## config.mk

```make
export PLATFORM = sky130hd
export DESIGN_NAME = lmsf_taps
export DESIGN_NICKNAME = d
export VERILOG_FILES = /design/src/rtl/core/lmsf_pkg.sv /design/src/rtl/core/lmsf_taps.sv
export SDC_FILE = /design/constraint.sdc
export NUM_CORES = 1
export LEC_CHECK = 0
export ABC_AREA = 0
export BUFFER_PORTS_ARGS = -buffer_cell sky130_fd_sc_hd__buf_2
export CORE_ASPECT_RATIO = 1.25
export CORE_UTILIZATION = 35
export DETAILED_ROUTE_END_ITERATION = 12
export SYNTH_ARGS = -nofsm -noshare
export SYNTH_HDL_FRONTEND = slang
export SYNTH_SLANG_ARGS = --single-unit
```

## constraint.sdc

```tcl
create_clock -name clk -period 4.6 [get_ports clk]
set_input_delay 0.92 -clock clk [delete_from_list [all_inputs] [get_ports clk]]
set_output_delay 0.92 -clock clk [all_outputs]
set_load 0.1 [all_outputs]
```

## src/rtl/core/lmsf_pkg.sv

```systemverilog
package lmsf_pkg;

    // Number of coefficient slots and delay line entries.
    localparam int MAX_TAPS = 32;

    // Address of one tap, and a count that can also hold MAX_TAPS itself.
    localparam int TAP_AW = (MAX_TAPS > 1) ? $clog2(MAX_TAPS) : 1;
    localparam int CNT_W  = $clog2(MAX_TAPS + 1);

    localparam int DATA_W     = 16;
    localparam int PROD_W     = 32;
    localparam int ACC_W      = 48;
    localparam int IDX_W      = 5;
    localparam int SHIFT_W    = 4;
    localparam int TAPS_W     = 6;
    localparam int CFG_IDX_W  = 2;
    localparam int CFG_DATA_W = 16;

    // Configuration register indexes.
    localparam logic [CFG_IDX_W-1:0] REG_STEP_SIZE   = 2'd0;
    localparam logic [CFG_IDX_W-1:0] REG_POST_SHIFT  = 2'd1;
    localparam logic [CFG_IDX_W-1:0] REG_TAPS_IN_USE = 2'd2;

    // Input beat kinds.
    localparam logic ACT_LOAD   = 1'b0;
    localparam logic ACT_SAMPLE = 1'b1;

    typedef enum logic [2:0] {
        ST_IDLE,
        ST_MAC,
        ST_SCALE,
        ST_ERR,
        ST_MU,
        ST_ALPHA,
        ST_UPD,
        ST_FIN
    } state_t;

    // Control from the sequencer to the tap storage.
    typedef struct packed {
        logic                     shift_en;
        logic signed [DATA_W-1:0] shift_data;
        logic                     coef_we;
        logic [TAP_AW-1:0]        coef_waddr;
        logic signed [DATA_W-1:0] coef_wdata;
        logic [TAP_AW-1:0]        coef_raddr;
        logic [TAP_AW-1:0]        dl_raddr;
    } taps_ctl_t;

endpackage

```

## src/rtl/core/lmsf_taps.sv

```systemverilog
module lmsf_taps (
    input  logic                                 clk,
    input  logic                                 rst_n,
    input  lmsf_pkg::taps_ctl_t                  ctl,
    output logic signed [lmsf_pkg::DATA_W-1:0]   coef_rdata,
    output logic signed [lmsf_pkg::DATA_W-1:0]   dl_rdata
);
    import lmsf_pkg::*;

    logic signed [DATA_W-1:0] dl_reg   [MAX_TAPS];
    logic signed [DATA_W-1:0] coef_reg [MAX_TAPS];

    // Entry 0 of the delay line holds the newest sample.
    always_ff @(posedge clk or negedge rst_n)
    begin
        if (!rst_n)
        begin
            for (int i = 0; i < MAX_TAPS; i++)
            begin
                dl_reg[i] <= '0;
            end
        end
        else if (ctl.shift_en)
        begin
            for (int i = MAX_TAPS - 1; i > 0; i--)
            begin
                dl_reg[i] <= dl_reg[i-1];
            end
            dl_reg[0] <= ctl.shift_data;
        end
    end

    always_ff @(posedge clk or negedge rst_n)
    begin
        if (!rst_n)
        begin
            for (int i = 0; i < MAX_TAPS; i++)
            begin
                coef_reg[i] <= '0;
            end
        end
        else if (ctl.coef_we)
        begin
            coef_reg[ctl.coef_waddr] <= ctl.coef_wdata;
        end
    end

    assign coef_rdata = coef_reg[ctl.coef_raddr];
    assign dl_rdata   = dl_reg[ctl.dl_raddr];

endmodule

```

==> results.cfg <==
[run_status]
status = finished, final reports clean

[clock_tree]
root_buffer = clkbuf_16
cts_buffers = 103
cts.sinks = 1024
hold_buffers = 0
clock_latency_ns = 0.71
cts-resized-gates = 0
cts_buffer_depth = 3
cts_tree = done
post_cts.repair.setup_buffers = 0
clk_pin_slew_ns = 0.06
htreeDepth = 3

[logic_synthesis]
synth_warnings = 0
ys.flop_type = dfrtp_1
syn_area_per_cell_um2 = 14.0
synth_top_area_share = 0.541
postSynthCellCount = 3380
synth-seq-cells = 1024
seq_area_frac_synth = 0.541
synth_nets = 3431
syn-cell-area_mm2 = 0.0473
synthTopCellsByArea = dfrtp_1 (54%), mux2_2 (23%), mux2i_1 (11%)
yosysUniqueCellTypes = 35
yosysTopAreaCell = dfrtp_1
synth-edff-count = 0
async_reset_ff_frac = 1.00

[routing]
vias = 27400
firstDrtPassIters = 5
drtAntennaViolNets = 0
wl_per_cell_um = 21.5
routed_via_density = 5.26
drc = 0
drt_iter0_markers = 1606
wirelength_um = 112000

[cells_and_area]
drive_gt1_frac = 0.391
synthToLayoutAreaGrowth_pct = 12.8
num-fill-cells = 12600
finish.net_count = 3447
fin_util = 0.399
layout.cells.non_filler = 5218
multi_input_area_mm2 = 0.0203
seqCellArea_mm2 = 0.0256

[floorplanning]
coreArea_mm2 = 0.134
die_h_um = 413
die_x_um = 331
die-area_mm2 = 0.137
io_pins = 83
initial_utilization = 0.353
rows = 150

[global_route]
grt_max_degree = 122
grt_overflow = 0
grt_pass1_vias = 29100
grt_pass1_wl_um = 177000
antenna_found_initial = 16
grt_usage = 0.167

[timing]
rsz0062_at_grt = false
max_freq_mhz = 255
fin_crit_ns = 3.92
hold_viol_final = 0
drv_slew = 0
relSlewSlack = 0.235
period_share = 0.852
setup_tns_ns = 0
worst-slew-pin-transition_ns = 1.15
hold_slack_ns = 0.221
setup_viol = 0
finClkSkew_ns = 0.0435

[min_path]
hp-class = input pin to async pin

[worst_setup_path]
worst_ep_required_time_ns = 3.68
critPathKind = input pin to output port
arrival_ns = 3.00
cp_max_fo = 34
path_cells = buf_8 > buf_12 > buf_12 > mux2i_1 > a22oi_1 > a31oi_1 > nand3_1 > buf_2
path_buf_inv = 4
endpoint_kind = output port
crit_path_max_incr_delay_ns = 0.38
slowest_stage = a31oi_1
startpoint_type = input pin
critical_path.top_delay_family = buffers and inverters
critical_path.most_common_cell = buf_12

[placement]
gp_congestion = 0.743
port_buffers = 82
place_inst = 5039
post-dp-hpwl_um = 71000

[pwr]
vdd_drop_max_v = 0.000369
p_leak_nw = 24.7
p_total_mw = 27.3
powerDensity_mw_per_mm2 = 511

[run]
maxCapViolCount = 0
metal layers:
metal / vias up / routed length, um / GRT usage
met5: - / 7 / 0
met4: 2 / 2600 / 0.0455
met3: 156 / 3390 / 0.0237
met2: 350 / 56500 / 0.289
met1: 14500 / 49800 / 0.216
li1: 12400 / - / -
worst paths after layout:
path / slack [ns] / to / depth (start not counted) / from
setup / recovery: 0.68 / dl_rdata[8] / 8 / ctl[1]
hold / removal: 0.22 / coef_reg[97] / 1 / rst_n
setup reg to reg: 3.63 / dl_reg[494] / 1 / dl_reg[510]
hold reg to reg: 0.48 / coef_reg[54] / 1 / coef_reg[54]
max in group asynchronous: 3.10 / dl_reg[254] / 2 / rst_n
min in group clk: 0.44 / dl_reg[502] / 2 / ctl[38]
placed cells by master (no fill, tap or decap), drive strengths merged, types with 3 or more instances in the layout:
master / n
a31oi: 32
mux2: 1024
a22oi: 128
nor2: 19
dfrtp: 1024
clkinvlp: 3
or2: 3
nand4: 32
mux2i: 512
nand3b: 4
inv: 4
buf: 188
nor3: 33
nand3: 66
clkbuf: 155
a21oi: 64
nand2: 81
nand2b: 4
a22o: 64
nor2b: 4
clkinv: 14
nor3b: 4
stage by stage:
step,instance area [um2],setup WS (ns)
after floorplan,47300,0.876
after global placement,50100,0.578
after detailed placement,50100,0.609
after CTS,53400,0.597
after global routing,53400,0.613
final,53400,0.680
cell usage after synthesis (47+ instances only):
master	n
mux2_1	63
a22o_1	64
mux2_2	961
buf_4	47
nand3_1	65
clkbuf_1	103
dfrtp_1	1024
a21oi_1	64
a22oi_1	128
buf_2	108
nand2_1	65
mux2i_1	512
cell type report:
| class | count | share of cell area |
|---|---|---|
| sequential | 1024 | 0.480 |
| multi-input combinational | 2079 | 0.380 |
| clock buffer | 155 | 0.0578 |
| tap | 1748 | 0.0409 |
| timing repair buffer | 188 | 0.0369 |
| clock inverter | 23 | 0.00513 |
| antenna | 1 | 0.0000468 |
logic make-up (layout without fill, tap and decap cells):
kind of cell	after synthesis	count (layout)	synth area share
compound gates	288	288	0.0431
mux	1536	1536	0.352
other cells	0	1	0
flops	1024	1024	0.541
simple gates	255	255	0.0325
buf+inv	277	366	0.0313
power by group:
part	internal [mW]	switching, mW
Clock	4.74	3.59
Sequential	11.7	1.73
Combinational	3.09	2.52
Total	19.5	7.84
Note: power is estimated with default switching activity, not from simulation.
