`src/rtl/core/lmsf_pkg.sv`:
```
package lmsf_pkg;

    // Number of coefficient slots and delay line entries.
    localparam int MAX_TAPS = 32;

    // Address of one tap, and a count that can also hold MAX_TAPS itself.
    localparam int TAP_AW = (MAX_TAPS > 1) ? $clog2(MAX_TAPS) : 1;
    localparam int CNT_W  = $clog2(MAX_TAPS + 1);

    localparam int DATA_W     = 16;
    localparam int PROD_W     = 32;
    localparam int ACC_W      = 48;
    localparam int IDX_W      = 5;
    localparam int SHIFT_W    = 4;
    localparam int TAPS_W     = 6;
    localparam int CFG_IDX_W  = 2;
    localparam int CFG_DATA_W = 16;

    // Configuration register indexes.
    localparam logic [CFG_IDX_W-1:0] REG_STEP_SIZE   = 2'd0;
    localparam logic [CFG_IDX_W-1:0] REG_POST_SHIFT  = 2'd1;
    localparam logic [CFG_IDX_W-1:0] REG_TAPS_IN_USE = 2'd2;

    // Input beat kinds.
    localparam logic ACT_LOAD   = 1'b0;
    localparam logic ACT_SAMPLE = 1'b1;

    typedef enum logic [2:0] {
        ST_IDLE,
        ST_MAC,
        ST_SCALE,
        ST_ERR,
        ST_MU,
        ST_ALPHA,
        ST_UPD,
        ST_FIN
    } state_t;

    // Control from the sequencer to the tap storage.
    typedef struct packed {
        logic                     shift_en;
        logic signed [DATA_W-1:0] shift_data;
        logic                     coef_we;
        logic [TAP_AW-1:0]        coef_waddr;
        logic signed [DATA_W-1:0] coef_wdata;
        logic [TAP_AW-1:0]        coef_raddr;
        logic [TAP_AW-1:0]        dl_raddr;
    } taps_ctl_t;

endpackage

```
`src/rtl/core/lmsf_mul.sv`:
```
module lmsf_mul (
    input  logic                                     clk,
    input  logic signed [lmsf_pkg::DATA_W-1:0]       a,
    input  logic signed [lmsf_pkg::DATA_W-1:0]       b,
    output logic signed [lmsf_pkg::PROD_W-1:0]       product
);
    import lmsf_pkg::*;

    logic signed [PROD_W-1:0] p_reg;
    logic signed [PROD_W-1:0] p_next;

    // One signed 16 x 16 product per cycle, registered.
    assign p_next  = a * b;
    assign product = p_reg;

    always_ff @(posedge clk)
    begin
        p_reg <= p_next;
    end

endmodule

```
`config.mk`:
```
export PLATFORM = sky130hd
export DESIGN_NAME = lmsf_mul
export DESIGN_NICKNAME = d
export VERILOG_FILES = /design/src/rtl/core/lmsf_pkg.sv /design/src/rtl/core/lmsf_mul.sv
export SDC_FILE = /design/constraint.sdc
export NUM_CORES = 1
export LEC_CHECK = 0
export BUFFER_PORTS_ARGS = -buffer_cell sky130_fd_sc_hd__buf_4
export CAP_MARGIN = 20
export CORE_MARGIN = 2
export CORE_UTILIZATION = 40
export CTS_BUF_LIST = sky130_fd_sc_hd__clkbuf_8
export DETAILED_ROUTE_END_ITERATION = 10
export SYNTH_ARGS = -nofsm -noshare
export SYNTH_HDL_FRONTEND = slang
export SYNTH_SLANG_ARGS = --single-unit
```
`constraint.sdc`:
```
create_clock -name clk -period 6.2 [get_ports clk]
set_input_delay 0.93 -clock clk [delete_from_list [all_inputs] [get_ports clk]]
set_output_delay 0.93 -clock clk [all_outputs]
set_load 0.03 [all_outputs]
```
==> impl_results.md, run 1 <==
- Outcome: completed
- Commonest cells in the netlist: inv_1 (288), fa_1 (262), nand2_1 (127)
- Clock Tree Root: clkbuf_8
- Normalized max-slew margin: 0.6554
- Netlist cell types: 45
- Final non-filler cell total: 1606
- Number of routed nets with antenna violations: 0
- Max Freq: 164.9 MHz
- Post-synth top flop: dfxtp_1
- Synth area leader: fa_1
- Total gr overflow: 0
- Final period utilization: 0.9782
- H-tree levels: 2
- EDFF count, synth: 0
- CP max stage delay: 0.58 ns
- CP Max Fanout: 6
- Worst path bufs/invs: 6
- Dpl hpwl: between 20000 and 25000 um
- Final Hold Viols: 0
- Max reg flops: 32
- Crit start category: input port
- Layout area overhead: 18.74%
- Placed cells: 1594
- Layout cells sized above 1: 0.1747
- Max-Cap Viols: 0
- Register area: around 640 um2
- Slowest cell on the critical path: fa_1
- First-pass GRT wire length: around 42000 um
- Area of the multi-input gates: roughly 9000 um2
- Post-route DRC: 0
- Cells after synthesis: 1112
- Worst path required time: 6.38 ns
- Final setup viols: 0
- Async SR Flop Fraction: 0
- Clock Sinks: 32
- Clock tree buffer depth: 2
- Final Core Density: 0.4809
- CTS tree: built
- CP most frequent cell: fa_1
- Min-delay worst type: in -> reg
- Top Ports: between 60 and 70
- Die ar.: around 28000 um2
- Reg clk slew, reported paths: 0.08 ns
- Crit-path cells: buf_4, and2_4, fa_1, inv_2, fa_1, fa_1, inv_1, fa_1, fa_1, inv_1, fa_1, inv_1, ha_4, and3_4, o2111ai_1, or4_4, o211ai_2, or2_1, buf_4, nand2_1, xnor2_2
- Least-Margin Pin Slew: 0.5039 ns
- Yosys warns: 0
- Main area contributors after synthesis: fa_1 (50%), inv_1 (10%), ha_1 (9.8%)
- Final Wtd Congestion: 0.8520
- Vias in the first global route: 8400
- CORE AREA: about 26000 um2
- Critical path arrival: about 6.2 ns
- Initial antenna violation count: 0
- Seq cells post-synth: 32
- Most frequent cell after synthesis: inv_1
- Nets: 1647
- # port buffers: 64
- DR vias/cell: about 4.8
- DRT iter0 DRCs: between 400 and 500
- Row cnt: between 50 and 60
- Synth top area share: 0.4998
- Part of the Yosys area used for sequential elements: 0.06105
- Critical setup path kind: in -> reg
- CP top delay family: adder cells
- Wire per inst: 15.14 um
- Initial Util: 0.4050
- DRT Pass-1 Iters: 4
- Post-Route WL: about 24000 um
- Die outline width: 166.0 um
- Clock buffer count from CTS: 5
- Minimum clock period: between 6 and 7 ns
- Total Routing Usage GR: 0.1895
- Post-Syn Area: roughly 10000 um2
- Fillers: ~2500
- Die height: between 150 and 200 um
- Largest net degree at the start of global routing: 17
- Final Slew Violations: 0
- Mapped Nets: roughly 1500
- Worst Setup End Kind: register
- Number of inserted diodes: 0
- Avg Inst Size Synth: between 9 and 10 um2
- DR vias: 7667
kinds of logic (layout without fill, tap and decap cells):
family | Yosys count | count (layout) | synth area share
adders and majority gates | 344 | 344 | 0.5976
buffers and inverters | 323 | 482 | 0.1164
and+or+nand+nor | 301 | 301 | 0.1448
AOI/OAI and AO/OA | 79 | 79 | 0.05270
xor gates and xnor gates | 33 | 33 | 0.02754
DFF | 32 | 32 | 0.06105
timing repair:
| item | in CTS | in global routing |
|---|---|---|
| endpoints found under the setup margin | 0 | 9 |
| hold endpoints to repair | 0 | 0 |
| setup buffers | 0 | 4 |
| hold buffers | 0 | 0 |
| resized for setup | 0 | 30 |
cell usage in the layout, fill, tap and decap left out, types with 5 or more instances in the layout:
cell type,count
inv_1,287
fa_1,260
buf_4,178
nand2_1,126
and2_1,125
ha_1,78
dfxtp_1,32
xnor2_1,23
nor2_1,20
a21oi_1,17
a21o_1,13
o21ai_0,11
xor2_1,8
nand2b_1,6
buf_6,6
clkbuf_8,5
layout make-up:
class	count	share of cell area
clock inverters	3	0.003414
inverters	288	0.08676
flip-flops and latches	32	0.05141
well taps	335	0.03364
multi-input cells	757	0.7038
repair buffers	186	0.1155
clock buffers	5	0.005523
path summary, 6_finish.rpt:
path,slack [ns],start,to,cells after the start
min,0.98,b[0],product[0],2
max,0.14,a[7],product[23],21
metrics by stage:
| stage | cell area, um2 | setup slack (ns) | hold slack, ns | setup TNS, ns |
|---|---|---|---|---|
| finish | 12460 | 0.1354 | 0.9756 | 0 |
| global route | 12460 | -0.01884 | 0.9900 | -0.03214 |
| CTS | 12270 | 0.01651 | 0.9694 | 0 |
| detailed placement | 12150 | -0.2735 | 1.298 | -1.853 |
| global placement | 12150 | -0.2494 | 1.295 | -1.798 |
| floorplan | 10510 | 0.0009748 | 1.052 | 0 |
per-layer routing:
| layer | GRT usage | vias up | share of wire |
|---|---|---|---|
| met5 | 0 | - | 0 |
| met4 | 0.03327 | 0 | 0.017 |
| met3 | 0.02288 | 31 | 0.038 |
| met2 | 0.3417 | 140 | 0.53 |
| met1 | 0.2481 | 3928 | 0.41 |
| li1 | - | 3568 | - |
Power of run 1 is left out: the tool's default activity adds up to more than one toggle a clock period on the data nets, which glitch-free logic cannot reach.
==> run 2: changes to the inputs <==
--- a/config.mk
+++ b/config.mk
@@ -7,10 +7,12 @@
 export LEC_CHECK = 0
 export BUFFER_PORTS_ARGS = -buffer_cell sky130_fd_sc_hd__buf_4
 export CAP_MARGIN = 20
+export CORE_ASPECT_RATIO = 1.4
 export CORE_MARGIN = 2
 export CORE_UTILIZATION = 40
 export CTS_BUF_LIST = sky130_fd_sc_hd__clkbuf_8
 export DETAILED_ROUTE_END_ITERATION = 10
+export SETUP_SLACK_MARGIN = 0.05
 export SYNTH_ARGS = -nofsm -noshare
 export SYNTH_HDL_FRONTEND = slang
 export SYNTH_SLANG_ARGS = --single-unit
==> impl_results.md, run 2 (synthesis results as in run 1) <==
- Critical path arrival: 6.24 ns (about the same)
- CORE AREA: 25920 um2 (about the same)
- Vias in the first global route: 8647 (+2.9%)
- Final period utilization: 0.9639 (-0.01431)
- Reg clk slew, reported paths: 0.08 ns (about the same)
- Max reg flops: 32 (unchanged)
- Final Core Density: 0.4776 (-0.003296)
- Most frequent cells in the layout: inv_1 (288), fa_1 (260), buf_4 (168)
- Clock Sinks: 32 (unchanged)
- CTS tree: built
- # port buffers: 64 (unchanged)
- Die ar.: 27560 um2 (about the same)
- Largest net degree at the start of global routing: 17 (unchanged)
- Total gr overflow: 0 (unchanged)
- Outcome: completed
- Hold Crit Endpoint: product[0]
- DRT iter0 DRCs: 267 (-34%)
- Die outline width: 140.9 um (-15%)
- Die height: 195.6 um (+18%)
- Top Ports: 65 (unchanged)
- Layout area overhead: 17.99%
- Wire per inst: 16.40 um (+8.3%)
- Max-Cap Viols: 0 (unchanged)
- Minimum clock period: 5.976 ns (-0.08875 ns)
- Post-route cell area: 12380 um2 (-0.63%)
- Total Routing Usage GR: 0.2039 (+0.01443)
- Worst path required time: 6.46 ns (+0.08 ns)
- Hold Path Cell Cnt: 2 (unchanged)
- Clock tree buffer depth: 2 (unchanged)
- DR vias/cell: 4.833 (+1.2%)
- Number of routed nets with antenna violations: 0 (unchanged)
- Final Wtd Congestion: 0.8716 (+2.3%)
- H-tree levels: 2 (unchanged)
- First-pass GRT wire length: 43580 um (+3.2%)
- Clock Tree Root: clkbuf_8
- Initial antenna violation count: 1 (+1)
- Most common cell after layout, fill and taps aside: inv_1
- Final Hold Viols: 0 (unchanged)
- Crit start category: input port
- CP startpoint: a[10]
- Unrepaired setup endpoints after global routing: no
- Dpl hpwl: 23180 um (+4.8%)
- CP Max Fanout: 10 (+4)
- Placed cells: 1575 (-1.2%)
- Final setup viols: 0 (unchanged)
- Row cnt: 70 (+19%)
- Post-Route WL: 25990 um (+6.9%)
- Max Freq: 167.3 MHz (+1.5%)
- Final non-filler cell total: 1585 (-1.3%)
- Layout cells sized above 1: 0.1667 (-0.007999)
- Normalized max-slew margin: 0.5946 (-0.06077)
- Dpl cell area: 12180 um2 (+0.24%)
- DR vias: 7661 (-0.078%)
- Final Slew Violations: 0 (unchanged)
- Least-Margin Pin Slew: 0.6081 ns (+0.1042 ns)
- Min-delay worst type: in -> reg
- Nets: 1637 (-0.61%)
- Hold Buf Count CTS: 0 (unchanged)
- Initial Util: 0.4048 (about the same)
- DRT Pass-1 Iters: 4 (unchanged)
- Fillers: 2555 (+0.24%)
- Clock buffer count from CTS: 5 (unchanged)
- Hold path startpoint: b[0]
- Critical setup path kind: in -> reg
- Worst Setup End Kind: register
- Post-route DRC: 0 (unchanged)
==> run 2: cell types whose count changed in the layout (fill, tap and decap cells not counted), moves of 2 or more <==
cell and delta:
ha_2 +2, buf_12 +6, buf_6 -5, xnor2_2 -2, and2_4 +2, and2_1 -2
buf_4 -10, xnor2_1 +2
==> run 2: worst max-delay path, cell delays in order <==
cell and delay, ns:
buf_4 0.17, and2_1 0.19, fa_1 0.53, inv_1 0.05, fa_1 0.46, fa_1 0.52
inv_1 0.05, fa_1 0.49, fa_1 0.49, inv_1 0.05, fa_1 0.47, inv_1 0.06
ha_4 0.23, and3_4 0.15, a221o_1 0.36, a21oi_2 0.19, o211ai_4 0.13, or2_1 0.26
a2111o_1 0.37, o211ai_2 0.07
==> run 2: area by class of cell <==
cell class	count	area, um2	share of cell area
multi-input combinational	757	8762	0.7077
timing repair buffer	176	1413	0.1141
antenna	1	2.502	0.0002021
clock inverter	2	8.758	0.0007074
tap	324	405.4	0.03274
clock buffer	5	68.82	0.005558
sequential	32	640.6	0.05174
inverter	288	1081	0.08731
==> run 2: how the worst max path moves through the flow <==
stage	endpoint	slack, ns	cells after the start
floorplan	product[25]	0.06	19
global placement	product[31]	-0.34	21
detailed placement	product[31]	-0.35	21
CTS	product[31]	0.05	21
global route	product[31]	0.03	22
finish	product[25]	0.22	20
==> run 2: routing by layer <==
| metal | global-route usage | vias to the layer above | routed length, um |
|---|---|---|---|
| met5 | 0 | - | 0 |
| li1 | - | 3551 | - |
| met1 | 0.2231 | 3935 | 9596 |
| met2 | 0.3989 | 120 | 14800 |
| met4 | 0.07815 | 0 | 1103 |
| met3 | 0.02060 | 55 | 488 |
==> run 2: what timing repair did <==
item / 4_1_cts / 5_1_grt
pin swaps: 0 / 18
gates cloned: 0 / 0
buffers inserted: 0 / 2
resized for setup: 2 / 21
endpoints found under the setup margin: 2 / 8
==> run 2: stage by stage <==
stage | TNS, ns | setup WS (ns) | hold WS [ns]
floorplan | 0 | 0.06236 | 1.052
global placement | -1.869 | -0.3362 | 1.321
detailed placement | -2.331 | -0.3495 | 1.319
CTS | 0 | 0.04531 | 0.9560
global route | 0 | 0.02588 | 0.9753
finish | 0 | 0.2241 | 0.9623
Power of run 2 is left out for the same reason.
